File: src/pidc_queue.sv
// pidc_queue: small register fifo that decouples the front and back parts
// depends on nothing but its parameters
`default_nettype none

module pidc_queue #(
    parameter int WIDTH = 8,
    parameter int DEPTH = 4
) (
    input  wire logic             i_clk,
    input  wire logic             i_rst_n,
    input  wire logic             i_push,
    input  wire logic [WIDTH-1:0] i_data,
    input  wire logic             i_pop,
    output logic      [WIDTH-1:0] o_data,
    output logic                  o_full,
    output logic                  o_empty
);

    localparam int PTR_W = (DEPTH > 1) ? $clog2(DEPTH) : 1;
    localparam int CNT_W = $clog2(DEPTH + 1);
    localparam logic [PTR_W-1:0] PTR_LAST = PTR_W'(DEPTH - 1);
    localparam logic [CNT_W-1:0] CNT_FULL = CNT_W'(DEPTH);

    logic [WIDTH-1:0] r_mem [DEPTH];
    logic [PTR_W-1:0] r_wr, r_rd;
    logic [CNT_W-1:0] r_cnt;

    assign o_data  = r_mem[r_rd];
    assign o_full  = (r_cnt == CNT_FULL);
    assign o_empty = (r_cnt == '0);

    always_ff @(posedge i_clk) begin
        if (!i_rst_n) begin
            r_wr  <= '0;
            r_rd  <= '0;
            r_cnt <= '0;
        end else begin
            if (i_push) begin
                r_wr <= (r_wr == PTR_LAST) ? '0 : r_wr + 1'b1;
            end
            if (i_pop) begin
                r_rd <= (r_rd == PTR_LAST) ? '0 : r_rd + 1'b1;
            end
            if (i_push && !i_pop) begin
                r_cnt <= r_cnt + 1'b1;
            end else if (i_pop && !i_push) begin
                r_cnt <= r_cnt - 1'b1;
            end
        end
    end

    always_ff @(posedge i_clk) begin
        if (i_push) begin
            r_mem[r_wr] <= i_data;
        end
    end

endmodule

`default_nettype wire

File: config.mk
export PLATFORM = sky130hd
export DESIGN_NAME = pidc_queue
export DESIGN_NICKNAME = d
export VERILOG_FILES = /design/src/pidc_queue.sv
export SDC_FILE = /design/constraint.sdc
export NUM_CORES = 1
export LEC_CHECK = 0
export ABC_AREA = 1
export BUFFER_PORTS_ARGS = -buffer_cell sky130_fd_sc_hd__buf_2
export CORE_MARGIN = 2
export CORE_UTILIZATION = 35
export CTS_CLUSTER_SIZE = 40
export DETAILED_ROUTE_END_ITERATION = 8
export SYNTH_ARGS = -nofsm -noshare
export SYNTH_HDL_FRONTEND = slang
export SYNTH_SLANG_ARGS = --single-unit
export TNS_END_PERCENT = 10
File: constraint.sdc
create_clock -name i_clk -period 2.43 [get_ports i_clk]
set_input_delay 0.1215 -clock i_clk [delete_from_list [all_inputs] [get_ports i_clk]]
set_output_delay 0.1215 -clock i_clk [all_outputs]
set_load 0.05 [all_outputs]
==> results.toml, run 1 <==
[setup_path]
crit_arrival_ns = 1.80
r2r-end = "r_mem[3][3]"
slowest_stage = "dfxtp_1"
end_kind = "primary output"
required_ns = 2.31
path_depth = 4
rr_worst_depth = 3
critical_path_buf_inv_count = 2
crit_family = "flip-flops"
crit_fanout = 17
timing.rr.start = "r_wr[0]"
rrSetupSlack_ns = 1.12
path_class = "reg -> out"
path_cells = "inv_2 > o21ai_0 > o22ai_1 > buf_2"
slowest_delay_ns = 0.68
startpoint_type = "flip-flop"

[sta]
fin_crit_ns = 1.92
clock_skew_ns = 0.00559
setup_tns_ns = 0
fin_crit_sh_pct = 79.2
rsz0062_at_grt = "false"
drv_slew = 0
fmax_ghz = 0.520
tightest_slew_ns = 0.563
finalHoldViolations = 0
setup_viol = 0
slew_headroom_pct = 62.4

[cells_and_area]
postLayoutCellArea_um2 = 1880
fillers = 426
layout-drive-gt1-share_pct = 20.4
area_growth_pct = 13.9
antenna_cells = 0
final_nets = 180

[detailed_routing]
first_pass_iters = 4
final_antenna_net_count = 0
dr.first_iter.drc_count = 50
drc_errors = 0
avgRoutedWirePerCell_um = 13.8
viasPerCell = 4.79
routed_wl_mm = 2.95
route.vias.total = 1025

[synthesis]
synth-main-ff-cell = "edfxtp_1"
ys_ff_latch = 41
synth.top_cell.area_share_pct = 58.2
syn_area_per_cell_um2 = 12.2
synth_fp_nets = 154
synthTopCellsByCount = "edfxtp_1, nor2_1, inv_1, o21ai_0, dfxtp_1"
async_flop_share_pct = 0
seq_area_frac_synth_pct = 69.1
synth-edff-count = 32
netlist_top_cells_area = "edfxtp_1, dfxtp_1, nor2_1, ha_1, o21ai_0"
synthCells = 135
yosysWarnings = 0
syn_area_um2 = 1650
yosysUniqueCellTypes = 19
yosys.area.top_type = "edfxtp_1"
yosysMostFrequentCell = "edfxtp_1"

[worst_hold_path]
hold_end = "r_mem[0][3]"
worstHoldPathType = "in -> reg"
holdCritStartpoint = "i_data[3]"
hold-path-cell-count = 1

[placed_design]
gp_congestion = 0.736
port_buffers = 21
dp_hpwl_mm = 2.01
place_area_um2 = 1800

[clock_tree]
cts_tree = "done"
clock_latency_ns = 0.28
cts_resized = 0
numCtsBuffers = 5
post-cts-setup-buffers = 0
cts_max_level = 2
cts_sinks = 41
hold_buffers = 0
path_clk_slew_ns = 0.07
clockBufferDepth = 2
cts_root_buf = "clkbuf_8"

[pwr]
intPower_mw = 1.06
cellPowerDensity_nw_per_um2 = 789
ir_drop_mv = 0.367
p_seq_share_pct = 55.5
p_sw_share_pct = 28.6
clockPowerShare_pct = 27.7
power_frac_comb_pct = 16.9
power_switching_mw = 0.425
power.leakage_nw = 0.755

[die]
coreArea_um2 = 4440
pin_count = 22
start_util_pct = 37.2
die_h_um = 72.7
die_area_um2 = 5280
row_count = 24
die_w_um = 72.7

[global_route]
antenna_found_initial = 0
grt_pass1_vias = 1081
overflow = 0
grt_pass1_wl_mm = 4.84
grt.total_usage_pct = 12.4
grt_max_degree = 18

[run_status]
outcome = "finished clean"

[flow_run]
cap_viol_max_count = 0
[worst max path at each step]
stage                           end  slack [ns]
after floorplan             o_empty        0.88
after global placement    o_data[7]        0.90
after detailed placement  o_data[1]        0.79
after CTS                 o_data[1]        0.48
after global routing      o_data[1]        0.36
final                     o_data[1]        0.51
[routing by layer]
metal / vias up / global-route usage (%) / routed length, um
met5: - / 0 / 0
met4: 0 / 5.35 / 21
met3: 2 / 4.56 / 160
met2: 24 / 20.2 / 1430
met1: 477 / 14.6 / 1340
li1: 522 / - / -
[worst register-to-register path, delay by kind of cell (launching register included)]
family / cells / cell delay [ns]
AND/OR/NAND/NOR: 1 / 0.06
buffers and inverters: 1 / 0.31
flip-flops: 1 / 0.40
adder cells (fa/ha/maj): 1 / 0.20
[stage by stage]
stage               std cells  utilization (%)  hold WS [ns]  setup slack [ns]  power [mW]
finish                    214             42.3        0.0528             0.506        1.48
global route              214             42.3        0.0397             0.357        1.56
CTS                       214             42.3        0.0376             0.477        1.51
detailed placement        206             40.5         0.341             0.790        1.09
global placement          206             40.5         0.334             0.895        1.08
floorplan                 135                -         0.220             0.878        1.02
[cell type report]
| type | count | area (um2) | area share, % |
|---|---|---|---|
| flip-flops and latches | 41 | 1140 | 60.6 |
| well taps | 52 | 65.1 | 3.46 |
| multi-input cells | 76 | 428 | 22.7 |
| inverters | 16 | 60.1 | 3.19 |
| repair buffers | 21 | 105 | 5.59 |
| clock inverters | 2 | 10.0 | 0.532 |
| clock buffers | 6 | 72.6 | 3.86 |
[power groups by stage]
stage / Clock [mW] / Combinational [mW] / Sequential, mW
after global routing: 0.458 / 0.273 / 0.828
after floorplan: 0 / 0.195 / 0.829
after detailed placement: 0 / 0.253 / 0.840
final: 0.410 / 0.250 / 0.823
after CTS: 0.428 / 0.254 / 0.824
after global placement: 0 / 0.245 / 0.837
[cells in the final DEF, fill, tap and decap left out]
cell / count
edfxtp_1: 32
nor2_1: 22
buf_2: 21
inv_1: 15
o21ai_0: 15
dfxtp_1: 9
o22ai_1: 8
nand2_1: 8
ha_1: 6
clkbuf_8: 5
nor3_1: 4
a21oi_1: 3
o21ai_1: 2
o21ai_2: 2
nor2_2: 2
clkinv_2: 2
inv_2: 1
xor2_1: 1
nand3_1: 1
nand4_1: 1
fa_1: 1
clkbuf_1: 1
[logic make-up (layout without fill, tap and decap cells)]
logic type / Yosys count / count (layout) / share of synthesized area (%)
simple gates: 38 / 38 / 9.47
xor+xnor: 1 / 1 / 0.530
flops: 41 / 41 / 69.1
buf+inv: 18 / 45 / 5.00
compound gates: 30 / 30 / 10.2
fa+ha+maj: 7 / 7 / 5.76
[state kept, by name (all words and copies together), names as in the netlist, named ones only]
name	cells
r_cnt	3
r_rd	2
r_mem	32
r_wr	2
No activity file was read; power rests on OpenSTA's default activity.
==> run 2: changes to the inputs <==
- clock period: 2.43 -> 1.6 ns (I/O delays scaled with it)
==> run 2 against run 1 <==
  * Sequential share of layout area fell by 0.90 points
  * Critical path type unchanged
  * Utilization rose by 0.73 points
  * Routed wire length is 6.2% higher
  * Largest cell class unchanged
==> results.toml, run 2 (same netlist as run 1, synthesis figures left out) <==
[global_route]
grt_use_met1_pct = 15.8
grt_pass1_vias = 1117
overflow = 0
grt_max_degree = 17
grt.total_usage_pct = 12.9
grtUsageMet3_pct = 3.45
busiest_layer = "met2"
antenna_found_initial = 0
grt_pass1_wl_mm = 5.04
grtUsageMet2_pct = 20.9

[cells_and_area]
final_cells = 216
final_common_cell = "edfxtp_1"
postLayoutCellArea_um2 = 1910
largest_reg_flops = 32
layout-drive-gt1-share_pct = 21.3
final_nets = 182
utilization_pct = 43.1
area_growth_pct = 15.9
regMostFlops = "r_mem"
reg.largest.list = "r_mem (32), r_cnt (3)"
antenna_cells = 0
layout_common_cells = "edfxtp_1, nor2_1, buf_2"

[pwr]
power.leakage_nw = 0.764
ir_drop_mv = 0.526
cellPowerDensity_nw_per_um2 = 1190

[die]
coreArea_um2 = 4440
die_w_um = 72.7
die_area_um2 = 5280
row_count = 24
pin_count = 22
start_util_pct = 37.2
die_h_um = 72.7

[detailed_routing]
final_antenna_net_count = 0
routed_wl_mm = 3.13
viasPerCell = 4.98
dr.first_iter.drc_count = 112
route.vias.total = 1075
drc_errors = 0
avgRoutedWirePerCell_um = 14.5
first_pass_iters = 4

[placed_design]
place_area_um2 = 1810
gp_congestion = 0.738
port_buffers = 21
dp_cells = 207
dp_hpwl_mm = 2.24

[sta]
fin_crit_ns = 1.50
finalHoldViolations = 0
tightest_slew_ns = 0.389
clock_skew_ns = 0.0117
rsz0062_at_grt = "false"
setup_tns_ns = 0
fin_crit_sh_pct = 93.8
setup_viol = 0
drv_slew = 0
fmax_ghz = 0.666
slew_headroom_pct = 74.0

[clock_tree]
post-cts-setup-buffers = 0
cts_max_level = 2
path_clk_slew_ns = 0.07
numCtsBuffers = 5
clockBufferDepth = 2
cts_root_buf = "clkbuf_8"
clock_latency_ns = 0.29
cts_sinks = 41
cts_tree = "done"

[setup_path]
timing.rr.start = "r_wr[0]"
rrSetupSlack_ns = 0.30
end_kind = "primary output"
path_class = "reg -> out"
r2r-end = "r_mem[3][2]"
rr_worst_depth = 3
startpoint_type = "flip-flop"
required_ns = 1.52
endpoint = "o_data[3]"
crit_fanout = 12
crit_arrival_ns = 1.42

[worst_hold_path]
worstHoldPathType = "in -> reg"

[flow_run]
cap_viol_max_count = 0

[run_status]
outcome = "finished clean"
==> run 2: cell count changes in the layout (fill, tap and decap cells not counted) <==
cell	before	now
clkbuf_1	1	2
dfxtp_2	0	2
clkinv_2	2	0
buf_2	21	16
inv_1	15	14
buf_4	0	1
dlygate4sd3_1	0	1
clkinv_1	0	1
inv_4	0	1
dfxtp_1	9	7
clkbuf_4	0	5
==> run 2: worst max-delay path, stage by stage, from the launching register on <==
cell	delay, ns
dfxtp_2	0.39
buf_4	0.21
o21ai_0	0.11
o22ai_1	0.17
clkbuf_4	0.25
==> run 2: worst min-delay path by stage <==
stage	start	endpoint	slack, ns	cells after the start
after floorplan	i_data[0]	r_mem[0][0]	0.18	0
after global placement	i_data[3]	r_mem[0][3]	0.30	1
after detailed placement	i_data[7]	r_mem[1][7]	0.30	1
after CTS	i_data[0]	r_mem[0][0]	0.002	1
after global routing	i_data[3]	r_mem[2][3]	0.005	1
final	i_data[3]	r_mem[0][3]	0.007	1
==> run 2: what timing repair did <==
item	4_1_cts	5_1_grt
endpoints found under the setup margin	2	8
endpoints found under the hold margin	0	3
gates resized for setup	1	9
hold buffers	0	1
==> run 2: through the flow <==
step                      total power, mW  hold slack, ns  worst slack (ns)
final                                2.29         0.00657            0.0996
after global routing                 2.37         0.00468            0.0311
after CTS                            2.28         0.00167          -0.00198
after detailed placement             1.67           0.296             0.203
after global placement               1.65           0.296             0.289
after floorplan                      1.56           0.179            0.0893
==> run 2: area by class of cell <==
type                    count  area (um2)
clock buffers               7        76.3
flip-flops and latches     41        1140
multi-input cells          76         428
repair buffers             23         135
fillers                   441        2530
well taps                  52        65.1
clock inverters             1        3.75
inverters                  16        62.6
==> run 2: power breakdown <==
group          internal (mW)  leakage (nW)  total, mW  switching (mW)
logic                  0.115         0.355      0.409           0.294
registers               1.21         0.369       1.25          0.0376
clock network          0.303        0.0399      0.630           0.326
total                   1.63         0.764       2.29           0.658
==> run 2: metal layers <==
layer | wire length, um | vias up
met4 | 68 | 0
met3 | 136 | 8
li1 | - | 528
met1 | 1430 | 514
met5 | 0 | -
met2 | 1500 | 25
