$ cat src/pidc_pkg.sv
// pidc_pkg: shared types, constants and helpers of the position pid controller
// used by pidc_front, pidc_back and position_pid_controller_top
`default_nettype none

package pidc_pkg;

    localparam int DATA_W  = 32;
    localparam int GAIN_W  = 15;
    localparam int LIM_W   = 31;
    localparam int CFG_IDX_W = 3;

    // parameter defaults
    localparam int CHANNELS_DEF  = 2;
    localparam int OUT_LIMIT_DEF = 1000;
    localparam int QUEUE_DEPTH   = 4;

    // item kinds
    localparam logic KIND_PID = 1'b0;
    localparam logic KIND_FF  = 1'b1;

    // configuration register indexes
    localparam logic [CFG_IDX_W-1:0] REG_KP_CH0    = 3'd0;
    localparam logic [CFG_IDX_W-1:0] REG_KI_CH0    = 3'd1;
    localparam logic [CFG_IDX_W-1:0] REG_KD_CH0    = 3'd2;
    localparam logic [CFG_IDX_W-1:0] REG_KP_CH1    = 3'd3;
    localparam logic [CFG_IDX_W-1:0] REG_KI_CH1    = 3'd4;
    localparam logic [CFG_IDX_W-1:0] REG_KD_CH1    = 3'd5;
    localparam logic [CFG_IDX_W-1:0] REG_LIM_PID   = 3'd6;
    localparam logic [CFG_IDX_W-1:0] REG_LIM_FF    = 3'd7;

    // unsigned 32-bit division by constants as multiply and shift, exact for all inputs
    localparam logic [31:0] M_DIV10   = 32'hCCCC_CCCD;
    localparam int          SH_DIV10  = 35;
    localparam logic [31:0] M_DIV100  = 32'h51EB_851F;
    localparam int          SH_DIV100 = 37;
    localparam logic [31:0] M_DIV250  = 32'h1062_4DD3;
    localparam int          SH_DIV250 = 36;
    localparam int          Q10_W     = 64 - SH_DIV10;
    localparam int          Q100_W    = 64 - SH_DIV100;
    localparam int          Q250_W    = 64 - SH_DIV250;

    typedef struct packed {
        logic [GAIN_W-1:0] kp;
        logic [GAIN_W-1:0] ki;
        logic [GAIN_W-1:0] kd;
    } t_gains;

    // one classified item on its way from front to back
    typedef struct packed {
        logic              kind;
        logic              ch;
        logic [DATA_W-1:0] err;
        logic [DATA_W-1:0] integ;
        logic [DATA_W-1:0] rate;
        logic [DATA_W-1:0] ff;
    } t_job;

    function automatic logic [DATA_W-1:0] abs32(input logic [DATA_W-1:0] x);
        return x[DATA_W-1] ? (~x + 32'd1) : x;
    endfunction

    function automatic logic [DATA_W-1:0] apply_sign(input logic neg,
                                                     input logic [DATA_W-1:0] mag);
        return neg ? (~mag + 32'd1) : mag;
    endfunction

endpackage

`default_nettype wire

$ cat src/pidc_front.sv
// pidc_front: takes items, forms the error and updates per-channel state
// depends on pidc_pkg (t_job, widths)
`default_nettype none

module pidc_front #(
    parameter int CHANNELS = pidc_pkg::CHANNELS_DEF
) (
    input  wire logic                              i_clk,
    input  wire logic                              i_rst_n,
    input  wire logic                              i_valid,
    output logic                                   o_ready,
    input  wire logic                              i_kind,
    input  wire logic                              i_channel,
    input  wire logic [pidc_pkg::DATA_W-1:0]       i_target,
    input  wire logic [pidc_pkg::DATA_W-1:0]       i_measured,
    input  wire logic [pidc_pkg::DATA_W-1:0]       i_ff,
    input  wire logic [pidc_pkg::LIM_W-1:0]        i_lim_pid,
    input  wire logic [pidc_pkg::LIM_W-1:0]        i_lim_ff,
    output logic                                   o_push,
    output pidc_pkg::t_job                         o_job,
    input  wire logic                              i_full
);

    localparam int IDX_W = (CHANNELS > 1) ? $clog2(CHANNELS) : 1;

    logic                          r_f1_valid;
    logic                          r_f1_kind;
    logic                          r_f1_ch;
    logic [pidc_pkg::DATA_W-1:0]   r_f1_err;
    logic [pidc_pkg::DATA_W-1:0]   r_f1_ff;

    logic [pidc_pkg::DATA_W-1:0]   r_last_err [CHANNELS];
    logic [pidc_pkg::DATA_W-1:0]   r_integ    [CHANNELS];
    logic [pidc_pkg::DATA_W-1:0]   r_rate     [CHANNELS];

    logic                          n_ch;
    logic [pidc_pkg::DATA_W-1:0]   n_err;
    logic [IDX_W-1:0]              idx;
    logic [pidc_pkg::DATA_W-1:0]   s_raw, diff, six_diff, rate_sum, n_rate, n_integ;
    logic [pidc_pkg::LIM_W-1:0]    lim;
    logic signed [pidc_pkg::DATA_W:0] s_ext, lim_p, lim_n;

    assign o_ready = !r_f1_valid || !i_full;
    assign o_push  = r_f1_valid && !i_full;

    // channels past the last one fold onto the last one
    assign n_ch  = (CHANNELS > 1) ? i_channel : 1'b0;
    assign n_err = (i_kind == pidc_pkg::KIND_FF) ? (i_measured - i_target)
                                                 : (i_target - i_measured);
    assign idx   = IDX_W'(r_f1_ch);

    always_comb begin
        s_raw    = r_integ[idx] + r_f1_err;
        lim      = (r_f1_kind == pidc_pkg::KIND_FF) ? i_lim_ff : i_lim_pid;
        s_ext    = {s_raw[pidc_pkg::DATA_W-1], s_raw};
        lim_p    = {2'b00, lim};
        lim_n    = -lim_p;
        if (s_ext >= lim_p) begin
            n_integ = lim_p[pidc_pkg::DATA_W-1:0];
        end else if (s_ext <= lim_n) begin
            n_integ = lim_n[pidc_pkg::DATA_W-1:0];
        end else begin
            n_integ = s_raw;
        end
        // filtered derivative: (2*d + 6*(e - e_prev)) >>> 3
        diff     = r_f1_err - r_last_err[idx];
        six_diff = (diff << 2) + (diff << 1);
        rate_sum = (r_rate[idx] << 1) + six_diff;
        n_rate   = $signed(rate_sum) >>> 3;
    end

    always_comb begin
        o_job.kind  = r_f1_kind;
        o_job.ch    = r_f1_ch;
        o_job.err   = r_f1_err;
        o_job.integ = n_integ;
        o_job.rate  = n_rate;
        o_job.ff    = r_f1_ff;
    end

    always_ff @(posedge i_clk) begin
        if (!i_rst_n) begin
            r_f1_valid <= 1'b0;
            for (int c = 0; c < CHANNELS; c++) begin
                r_last_err[c] <= '0;
                r_integ[c]    <= '0;
                r_rate[c]     <= '0;
            end
        end else begin
            if (o_ready) begin
                r_f1_valid <= i_valid;
            end
            if (o_push) begin
                r_last_err[idx] <= r_f1_err;
                r_integ[idx]    <= n_integ;
                if (r_f1_kind == pidc_pkg::KIND_PID) begin
                    r_rate[idx] <= n_rate;
                end
            end
        end
    end

    always_ff @(posedge i_clk) begin
        if (o_ready && i_valid) begin
            r_f1_kind <= i_kind;
            r_f1_ch   <= n_ch;
            r_f1_err  <= n_err;
            r_f1_ff   <= i_ff;
        end
    end

endmodule

`default_nettype wire

$ cat config.mk
export PLATFORM = sky130hd
export DESIGN_NAME = pidc_front
export DESIGN_NICKNAME = d
export VERILOG_FILES = /design/src/pidc_pkg.sv /design/src/pidc_front.sv
export SDC_FILE = /design/constraint.sdc
export NUM_CORES = 1
export LEC_CHECK = 0
export BUFFER_PORTS_ARGS = -buffer_cell sky130_fd_sc_hd__clkbuf_2
export CAP_MARGIN = 5
export CORE_MARGIN = 1.5
export CORE_UTILIZATION = 40
export CTS_BUF_LIST = sky130_fd_sc_hd__clkbuf_8
export CTS_CLUSTER_DIAMETER = 150
export DETAILED_ROUTE_END_ITERATION = 10
export GPL_TIMING_DRIVEN = 0
export HOLD_SLACK_MARGIN = 0.08
export PLACE_DENSITY_LB_ADDON = 0.25
export REMOVE_ABC_BUFFERS = 1
export SLEW_MARGIN = 10
export SYNTH_ARGS = -nofsm -noshare
export SYNTH_HDL_FRONTEND = slang
export SYNTH_SLANG_ARGS = --single-unit
$ cat constraint.sdc
create_clock -name i_clk -period 8.15 [get_ports i_clk]
set_input_delay 1.63 -clock i_clk [delete_from_list [all_inputs] [get_ports i_clk]]
set_output_delay 1.63 -clock i_clk [all_outputs]
set_load 0.02 [all_outputs]
==> impl_metrics.sql, run 1 <==
INSERT INTO impl_metrics (metric_group, metric, value, unit) VALUES
('synth', 'synth_cells', '2237', ''),
('synth', 'post_synth_instance_area', '21700', 'µm²'),
('timing', 'rsz0062_at_grt', 'true', ''),
('power', 'design_power_total', '10400', 'µW'),
('timing', 'timing.clock.skew', '55.8', 'ps'),
('clock_tree', 'clkLatencyLatePin', '660', 'ps'),
('synth', 'synth_largest_area_cell', 'edfxtp_1', ''),
('status', 'violations', 'setup timing', ''),
('route', 'viasPerCell', '5.64', ''),
('finish', 'final_cell_area', '27500', 'µm²'),
('timing', 'timing.final.ws_setup', '-13.0', 'ps'),
('route', 'dr_total_vias', '19000', ''),
('run', 'drv_cap', '0', ''),
('grt', 'grt_usage', '22.8', '%'),
('grt', 'grt.overflow.total', '0', ''),
('clock_tree', 'clock-root-buffer', 'clkbuf_8', ''),
('critical_path', 'crit_fanout', '6', ''),
('critical_path', 'critPathBufInv', '9', ''),
('synth', 'ys_ff_latch', '252', ''),
('timing', 'timing_hold_violations_final', '0', ''),
('route', 'route.detailed.drc', '0', ''),
('critical_path', 'cp_top_family', 'compound AO/OA/AOI/OAI gates', ''),
('synth', 'avgSynthCellArea', '9.70', 'µm²'),
('power', 'total_leakage_power', '0.0121', 'µW'),
('synth', 'ys_types', '84', ''),
('critical_path', 'critical_path.startpoint_type', 'register', ''),
('status', 'status', 'complete, but fails checks', ''),
('critical_path', 'worst-setup-path-type', 'register to primary output', ''),
('timing', 'timing.final.crit_period', '8160', 'ps'),
('timing', 'finalHoldWorstSlack', '550', 'ps'),
('clock_tree', 'cts.sinks', '252', ''),
('placed_design', 'numPortBuffers', '295', ''),
('placed_design', 'place.detailed.hpwl', '48600', 'µm'),
('timing', 'fin_tns_setup', '-13.0', 'ps'),
('grt', 'grt_pass1_vias', '18400', ''),
('timing', 'max-slew-margin-rel', '21.4', '%'),
('synth', 'yosys-top-cells-area', 'edfxtp_1 (35%), ha_1 (12%), mux2_2 (4.3%)', ''),
('clock_tree', 'clockBufferDepth', '3', ''),
('route', 'wl_per_cell', '20.2', 'µm'),
('floorplanning', 'core-area', '53700', 'µm²'),
('floorplanning', 'ioPinCount', '296', ''),
('critical_path', 'endpoint_kind', 'primary output', ''),
('power', 'worst_ir_drop_vdd', '0.189', 'mV'),
('synth', 'yosysWarningCount', '0', ''),
('finish', 'design.final.nets', '3043', ''),
('timing', 'timing_max_transition_violations_final', '0', ''),
('timing', 'setup_viol', '1', ''),
('synth', 'synth_top_cells_by_count', 'edfxtp_1 (250), ha_1 (212), nor2_1 (194), inv_1 (168), a21oi_1 (167)', ''),
('power', 'power_per_cell_area', '380', 'nW/µm²'),
('timing', 'period_share', '100', '%'),
('route', 'final_antenna_net_count', '0', ''),
('placed_design', 'gp_routability_congestion', '0.907', ''),
('floorplanning', 'initial_utilization', '40.4', '%'),
('synth', 'async_reset_ff_share', '0', '%'),
('placed_design', 'detailedPlace.worstSlack', '-1310', 'ps'),
('clock_tree', 'cts_tree', 'built', ''),
('synth', 'synth_top_cell_area_share', '34.6', '%'),
('critical_path', 'critical-path-max-stage-delay', '390', 'ps'),
('critical_path', 'critPathSlowestCell', 'nor4_4', ''),
('floorplanning', 'die_width', '236', 'µm'),
('route', 'drt_wl_total', '68000', 'µm'),
('worst_hold_path', 'worst_hold_path_type', 'register to register', ''),
('grt', 'initial_antenna_violation_count', '0', ''),
('clock_tree', 'tritoncts.num_buffers', '45', ''),
('timing', 'max_freq', '123', 'MHz'),
('timing', 'tightestPinTransition', '1160', 'ps'),
('floorplanning', 'dieHeight', '236', 'µm'),
('finish', 'layout.filler_cells', '4888', ''),
('placed_design', 'detailed_place.area', '24000', 'µm²'),
('critical_path', 'critPathMostFrequentCell', 'buf_4', ''),
('finish', 'post_route_cells_drive_above_1_share', '29.6', '%');
[power by group]
group          switching, µW  internal (µW)
combinational           4590           3050
sequential              80.6           1540
clock                    582            614
total                   5250           5200
[layer usage]
layer / routed length, µm / vias to the layer above / global-route usage [%]
li1: - / 9034 / -
met5: 0 / - / 0
met4: 2750 / 0 / 7.61
met2: 32500 / 699 / 39.4
met3: 4290 / 164 / 4.31
met1: 28400 / 9056 / 28.6
[cell families after synthesis]
family          after synthesis  synth area share [%]
xor+xnor                    133                  5.43
mux                         161                  8.12
compound gates              560                  16.9
fa+ha+maj                   246                  15.4
simple gates                628                  14.7
buf+inv                     257                  4.71
flops                       252                  34.8
[worst paths after layout]
path                                  from             end  slack (ps)  cells after the start
worst max register to register    register  r_integ[0][28]        2010                     29
worst min register to register  r_f1_valid      r_f1_valid         550                      2
worst max-delay path              register       o_job[80]         -10                     27
worst min-delay path            r_f1_valid      r_f1_valid         550                      2
[flip-flops by register name, indices dropped and copies added (netlist names), named ones only]
signal      count
r_f1_kind       1
r_f1_err       32
idx             1
r_f1_valid      1
r_f1_ff        32
r_integ        64
r_last_err     62
r_rate         58
[final cells by class]
class	instances	area, µm²	share of cell area (%)
multi-input cells	1736	14500	52.9
flip-flops and latches	252	7550	27.5
repair buffers	430	3030	11.0
well taps	696	871	3.17
inverters	168	641	2.33
clock buffers	45	619	2.25
clock inverters	34	239	0.869
[worst min-delay path: cells and delay by family (launching register included)]
kind             cells  cell delay, ps
flip-flops           1             340
AND/OR/NAND/NOR      1              90
AO/OA/AOI/OAI        1              80
[stage by stage]
step | util, % | cells
after floorplan | - | 2148
after global placement | 44.0 | 3139
after detailed placement | 44.6 | 3151
after CTS | 48.2 | 3282
after global routing | 51.2 | 3361
final | 51.2 | 3361
[cells in the final DEF, fill, tap and decap left out, types with 24 or more instances in the layout]
cell type,netlist,final
and2_1,87,84
a21oi_2,0,25
buf_4,6,107
xnor2_1,78,68
a211oi_1,39,31
nor3_1,52,42
nor2b_1,26,26
ha_1,212,187
inv_1,168,170
fa_1,34,32
clkbuf_8,0,49
mux2i_1,71,67
edfxtp_1,250,250
clkbuf_2,0,270
nor2_1,194,187
a21oi_1,167,136
o21ai_0,82,66
xor2_1,54,52
nand2_1,103,93
o21a_1,24,24
mux2_2,83,75
nand4_1,35,35
a21o_1,68,68
nand3_1,38,33
[timing repair]
item,CTS,global route
setup endpoints to repair,47,40
gates cloned,8,10
buffers inserted,44,69
hold buffers,0,0
resized for setup,105,235
pin swaps,46,71
(Power assumes the default switching activity.)
==> run 2, diff against run 1 <==
==> constraint.sdc (replaced) <==
create_clock -name i_clk -period 7.35 [get_ports i_clk]
set_input_delay 1.47 -clock i_clk [delete_from_list [all_inputs] [get_ports i_clk]]
set_output_delay 1.47 -clock i_clk [all_outputs]
set_load 0.02 [all_outputs]
==> impl_metrics.sql, run 2 (synthesis results as in run 1) <==
INSERT INTO impl_metrics (metric_group, metric, value, unit) VALUES
('critical_path', 'worst-setup-path-type', 'register to primary output', ''),
('finish', 'layout_commonest_cell', 'edfxtp_1', ''),
('clock_tree', 'cts.sinks', '252', ''),
('timing', 'max-slew-margin-rel', '24.4', '%'),
('finish', 'multiInputGateArea', '15100', 'µm²'),
('grt', 'grt_usage', '24.5', '%'),
('finish', 'post_route_cells_drive_above_1_share', '35.1', '%'),
('critical_path', 'crit_fanout', '21', ''),
('floorplanning', 'num_rows', '85', ''),
('grt', 'grt_first_pass_wirelength', '107000', 'µm'),
('finish', 'area_delta_synth_final', '35.5', '%'),
('critical_path', 'critical_path.startpoint_type', 'register', ''),
('timing', 'max_freq', '125', 'MHz'),
('timing', 'tightestPinTransition', '1120', 'ps'),
('power', 'worst_ir_drop_vdd', '0.370', 'mV'),
('critical_path', 'cell_depth_of_the_worst_flop_to_flop_path', '41', ''),
('clock_tree', 'cts_tree', 'built', ''),
('clock_tree', 'cts.htree.levels', '2', ''),
('placed_design', 'gp_routability_congestion', '0.907', ''),
('placed_design', 'detailed_place.area', '24000', 'µm²'),
('status', 'violations', 'setup timing', ''),
('finish', 'regArea', '7550', 'µm²'),
('grt', 'initial_antenna_violation_count', '0', ''),
('timing', 'timing_max_transition_violations_final', '0', ''),
('finish', 'layout.filler_cells', '4574', ''),
('floorplanning', 'dieHeight', '236', 'µm'),
('route', 'final_antenna_net_count', '0', ''),
('run', 'drv_cap', '0', ''),
('route', 'route.detailed.drc', '0', ''),
('timing', 'fin_tns_setup', '-20440', 'ps'),
('timing', 'timing_hold_violations_final', '0', ''),
('grt', 'grt_pass1_vias', '19800', ''),
('placed_design', 'place.detailed.instances', '3151', ''),
('clock_tree', 'path_clk_slew', '60', 'ps'),
('finish', 'layout_top_registers', 'r_integ (64), r_last_err (62), r_rate (58)', ''),
('finish', 'utilization', '54.7', '%'),
('finish', 'num_antenna_cells', '0', ''),
('power', 'power_per_cell_area', '486', 'nW/µm²'),
('timing', 'rsz0062_at_grt', 'true', ''),
('grt', 'grt.overflow.total', '0', ''),
('route', 'detailedRoute.firstIterationViolations', '1119', ''),
('floorplanning', 'core-area', '53700', 'µm²'),
('critical_path', 'worst-endpoint-required', '5880', 'ps'),
('timing', 'period_share', '109', '%'),
('clock_tree', 'ctsHoldBuffers', '0', ''),
('timing', 'timing.clock.skew', '52.9', 'ps'),
('worst_hold_path', 'worstHoldPathCells', '2', ''),
('route', 'viasPerCell', '5.64', ''),
('finish', 'design.final.nets', '3152', ''),
('floorplanning', 'fp.dieArea', '55600', 'µm²'),
('critical_path', 'cp_data_arrival_time', '6510', 'ps'),
('finish', 'max_reg_flops', '64', ''),
('route', 'dr_total_vias', '19600', ''),
('floorplanning', 'ioPinCount', '296', ''),
('timing', 'setup_viol', '43', ''),
('grt', 'grt_start_max_net_pins', '66', ''),
('route', 'wl_per_cell', '20.4', 'µm'),
('placed_design', 'place.detailed.hpwl', '48600', 'µm'),
('floorplanning', 'initial_utilization', '40.4', '%'),
('clock_tree', 'tritoncts.num_buffers', '45', ''),
('status', 'status', 'complete, but fails checks', ''),
('placed_design', 'numPortBuffers', '295', ''),
('power', 'total_leakage_power', '0.0130', 'µW'),
('clock_tree', 'clockBufferDepth', '3', ''),
('finish', 'final_cell_area', '29400', 'µm²'),
('finish', 'reg_with_most_ffs', 'r_integ', ''),
('finish', 'most-common-layout-cells', 'edfxtp_1 (250), clkbuf_2 (249), nor2_1 (184), ha_1 (184), buf_4 (165)', ''),
('clock_tree', 'clkLatencyLatePin', '650', 'ps'),
('finish', 'layout.cells.non_filler', '3470', ''),
('placed_design', 'detailedPlace.worstSlack', '-1950', 'ps'),
('critical_path', 'endpoint_kind', 'primary output', ''),
('route', 'first_pass_iters', '6', ''),
('timing', 'timing.final.ws_setup', '-627', 'ps'),
('route', 'drt_wl_total', '70900', 'µm'),
('timing', 'timing.final.crit_period', '7980', 'ps'),
('floorplanning', 'die_width', '236', 'µm'),
('clock_tree', 'clock-root-buffer', 'clkbuf_8', ''),
('worst_hold_path', 'worst_hold_path_type', 'register to register', '');
[run 2: what timing repair did]
action                                  in CTS  in global routing
endpoints found under the setup margin     114                 53
pin swaps                                  103                 83
buffers inserted                           186                 54
gates cloned                                15                  1
gates resized for setup                    392                189
[run 2: final timing paths]
check	from	endpoint	slack (ps)
setup / recovery	register	o_job[66]	-630
hold / removal	r_f1_valid	r_f1_valid	560
setup reg to reg	register	r_integ[0][31]	40
hold reg to reg	r_f1_valid	r_f1_valid	560
[run 2: final cells by class]
class | count | area share [%]
Multi-Input combinational cell | 1736 | 51.4
Sequential cell | 252 | 25.7
Timing Repair Buffer | 539 | 14.8
Tap cell | 696 | 2.96
Inverter | 168 | 2.19
Clock buffer | 45 | 2.11
Clock inverter | 34 | 0.813
[run 2: critical path, cell delays in order (launching register included)]
cell and delay [ps]:
dfxtp_4 370, buf_16 140, buf_16 180, mux2_2 350, ha_1 390, nand2_2 140, nor4_4 260, nand4b_1 250
nand3_2 170, buf_4 120, buf_4 90, nand2_1 60, o21a_1 220, xnor2_2 160, ha_1 340, a21o_1 210
a21o_1 180, a21oi_1 200, o21ai_2 100, a2111oi_4 460, nand3_2 220, buf_6 170, and2_4 180, buf_12 140
or3_1 320, a21oi_2 160, nor2_1 70, clkbuf_2 160
[run 2: stage by stage]
stage / hold slack (ps) / power [µW]
after floorplan: 487 / 6630
after global placement: 505 / 8610
after detailed placement: 542 / 8720
after CTS: 558 / 13100
after global routing: 575 / 15200
final: 563 / 14300
[run 2: layer usage]
layer	up-vias	routed length (µm)	track usage (%)
met4	0	3340	10.8
met5	-	0	0
met2	773	33900	42.2
li1	9228	-	-
met1	9342	29100	29.9
met3	211	4540	4.29
[run 2: report_power, final]
group          switching, µW  internal, µW
clock network            649           680
registers               88.5          1710
logic                   5910          5250
==> run 3, diff against run 2 <==
==> constraint.sdc (replaced) <==
create_clock -name i_clk -period 6.4 [get_ports i_clk]
set_input_delay 1.28 -clock i_clk [delete_from_list [all_inputs] [get_ports i_clk]]
set_output_delay 1.28 -clock i_clk [all_outputs]
set_load 0.02 [all_outputs]
==> impl_metrics.sql, run 3 (synthesis results as in run 1) <==
INSERT INTO impl_metrics (metric_group, metric, value, unit) VALUES
('status', 'status', 'complete, but fails checks', ''),
('status', 'violations', 'setup timing', ''),
('route', 'wl_met2', '34800', 'µm'),
('critical_path', 'worst-setup-path-type', 'register to primary output', ''),
('finish', 'layout_commonest_cell', 'edfxtp_1', ''),
('placed_design', 'numPortBuffers', '295', ''),
('timing', 'max-slew-margin-rel', '23.6', '%'),
('clock_tree', 'ctsHoldBuffers', '0', ''),
('placed_design', 'place.detailed.hpwl', '48600', 'µm'),
('clock_tree', 'cts_tree', 'built', ''),
('finish', 'area_delta_synth_final', '36.1', '%'),
('timing', 'timing.clock.skew', '54.9', 'ps'),
('finish', 'post_route_cells_drive_above_1_share', '36.3', '%'),
('power', 'relative_contribution_of_the_clock_network_to_total_power', '8.8', '%'),
('grt', 'grt_usage', '24.6', '%'),
('clock_tree', 'cts.sinks', '252', ''),
('grt', 'grt_first_pass_wirelength', '107000', 'µm'),
('critical_path', 'crit_fanout', '5', ''),
('power', 'switching_power', '8070', 'µW'),
('timing', 'timing.final.crit_period', '7790', 'ps'),
('power', 'power_per_cell_area', '587', 'nW/µm²'),
('critical_path', 'setup.worst_path.end', 'o_job[62]', ''),
('route', 'route.detailed.drc', '0', ''),
('finish', 'final_cell_area', '29500', 'µm²'),
('route', 'dr_total_vias', '19800', ''),
('power', 'seqPwrFrac', '11.9', '%'),
('timing', 'tightestPinTransition', '1130', 'ps'),
('clock_tree', 'clock-root-buffer', 'clkbuf_8', ''),
('route', 'viasPerCell', '5.68', ''),
('clock_tree', 'cts.htree.levels', '2', ''),
('worst_hold_path', 'worst_hold_path_type', 'register to register', ''),
('clock_tree', 'path_clk_slew', '60', 'ps'),
('finish', 'reg_with_most_ffs', 'r_integ', ''),
('route', 'detailedRoute.firstIterationViolations', '1228', ''),
('placed_design', 'gp_routability_congestion', '0.907', ''),
('finish', 'num_antenna_cells', '0', ''),
('grt', 'grt_pass1_vias', '19700', ''),
('timing', 'setup_viol', '53', ''),
('critical_path', 'cell_depth_of_the_worst_flop_to_flop_path', '43', ''),
('floorplanning', 'ioPinCount', '296', ''),
('timing', 'timing_max_transition_violations_final', '0', ''),
('grt', 'grt_start_max_net_pins', '66', ''),
('route', 'routedLengthMet1', '29500', 'µm'),
('critical_path', 'rrSetupSlack', '-1300', 'ps'),
('floorplanning', 'die_width', '236', 'µm'),
('floorplanning', 'num_rows', '85', ''),
('power', 'total_leakage_power', '0.0130', 'µW'),
('floorplanning', 'core-area', '53700', 'µm²'),
('grt', 'initial_antenna_violation_count', '1', ''),
('power', 'pwr-share-comb', '79.3', '%'),
('route', 'final_antenna_net_count', '0', ''),
('timing', 'rsz0062_at_grt', 'true', ''),
('run', 'drv_cap', '0', ''),
('critical_path', 'endpoint_kind', 'primary output', ''),
('critical_path', 'worst_r2r_endpoint', 'r_integ[0][31]', ''),
('finish', 'layout_top_registers', 'r_integ (64), r_last_err (62), r_rate (58)', ''),
('timing', 'max_freq', '128', 'MHz'),
('power', 'power_report.internal_total', '9280', 'µW'),
('floorplanning', 'fp.dieArea', '55600', 'µm²'),
('timing', 'timing_hold_violations_final', '0', ''),
('route', 'first_pass_iters', '6', ''),
('clock_tree', 'tritoncts.num_buffers', '45', ''),
('timing', 'period_share', '122', '%'),
('floorplanning', 'dieHeight', '236', 'µm'),
('route', 'met3_length', '4660', 'µm'),
('clock_tree', 'clkLatencyLatePin', '660', 'ps'),
('worst_hold_path', 'worstHoldPathCells', '2', ''),
('power', 'switching_share', '46.5', '%'),
('timing', 'finalHoldWorstSlack', '558', 'ps'),
('placed_design', 'detailed_place.area', '24000', 'µm²'),
('critical_path', 'critPathSlowestCell', 'fa_1', ''),
('floorplanning', 'initial_utilization', '40.4', '%'),
('finish', 'max_reg_flops', '64', ''),
('clock_tree', 'clockBufferDepth', '3', ''),
('route', 'maxUsedRoutingLayer', 'met4', ''),
('route', 'wl_per_cell', '20.7', 'µm'),
('route', 'drt_wl_total', '72200', 'µm'),
('finish', 'layout.filler_cells', '4557', ''),
('finish', 'most-common-layout-cells', 'edfxtp_1 (250), clkbuf_2 (247), buf_4 (200), ha_1 (186), nor2_1 (180)', ''),
('timing', 'timing.final.ws_setup', '-1390', 'ps'),
('critical_path', 'worst-endpoint-required', '5120', 'ps'),
('timing', 'fin_tns_setup', '-62570', 'ps'),
('grt', 'grt.overflow.total', '0', ''),
('critical_path', 'critical-path-max-stage-delay', '600', 'ps'),
('finish', 'design.final.nets', '3169', ''),
('power', 'worst_ir_drop_vdd', '0.432', 'mV'),
('critical_path', 'cp_data_arrival_time', '6510', 'ps'),
('critical_path', 'critical_path.startpoint_type', 'register', '');
==> run 3: cell types whose count changed in the layout (fill, tap and decap cells not counted), moves of 3 or more <==
cell,before,now
or3_4,3,6
buf_8,28,23
clkbuf_8,60,68
buf_2,0,3
nand2_1,89,83
nand2_2,7,12
nor2_1,184,180
buf_6,54,32
or3_1,10,7
a21oi_2,29,33
a21oi_1,124,119
buf_4,165,200
==> run 3: repair_timing <==
item,4_1_cts,5_1_grt
endpoints found under the setup margin,131,75
cloned,15,2
endpoints found under the hold margin,0,0
buffers inserted,199,51
resized for setup,418,156
pin swaps,115,73
==> run 3: final cells by class <==
cell class | instances | area, µm² | area share (%)
multi-input combinational | 1737 | 15200 | 51.5
tap | 696 | 871 | 2.95
sequential | 252 | 7550 | 25.6
inverter | 168 | 643 | 2.18
clock buffer | 45 | 619 | 2.10
timing repair buffer | 555 | 4410 | 14.9
clock inverter | 34 | 239 | 0.809
==> run 3: worst max-delay path, delay by kind of cell (launching register included) <==
family | cells | cell delay [ps]
AND/OR/NAND/NOR | 4 | 370
multiplexers | 1 | 260
XOR/XNOR | 2 | 410
adder cells (fa/ha/maj) | 3 | 1040
buffers and inverters | 2 | 320
AO/OA/AOI/OAI | 14 | 3090
flip-flops | 1 | 370
==> run 3: worst min-delay path by stage <==
stage | from | slack [ps] | endpoint
final | r_f1_valid | 560 | r_f1_valid
after global routing | r_f1_valid | 580 | r_f1_valid
after CTS | r_f1_valid | 560 | r_f1_valid
after detailed placement | r_f1_valid | 540 | r_f1_valid
after global placement | r_f1_valid | 510 | r_f1_valid
after floorplan | r_f1_valid | 490 | r_f1_valid
==> run 3: power by group through the flow <==
stage	logic [µW]	clock network, µW	registers [µW]
after global routing	14600	1630	2070
final	13800	1530	2060
after floorplan	5500	0	2110
after detailed placement	7920	0	2090
after CTS	12300	1570	2050
after global placement	7770	0	2120
==> run 3: per-stage QoR <==
stage / utilization [%] / power [µW] / setup slack [ps] / instances
after floorplan: - / 7610 / -3580 / 2148
after global placement: 44.0 / 9890 / -6960 / 3139
after detailed placement: 44.6 / 10000 / -2710 / 3151
after CTS: 53.2 / 15900 / -1310 / 3444
after global routing: 55.0 / 18300 / -1630 / 3487
final: 55.0 / 17300 / -1390 / 3487
==> run 3: metal layers <==
layer	up-vias	GRT usage, %
met4	0	10.1
li1	9276	-
met2	825	42.6
met5	-	0
met1	9522	30.2
met3	199	4.14
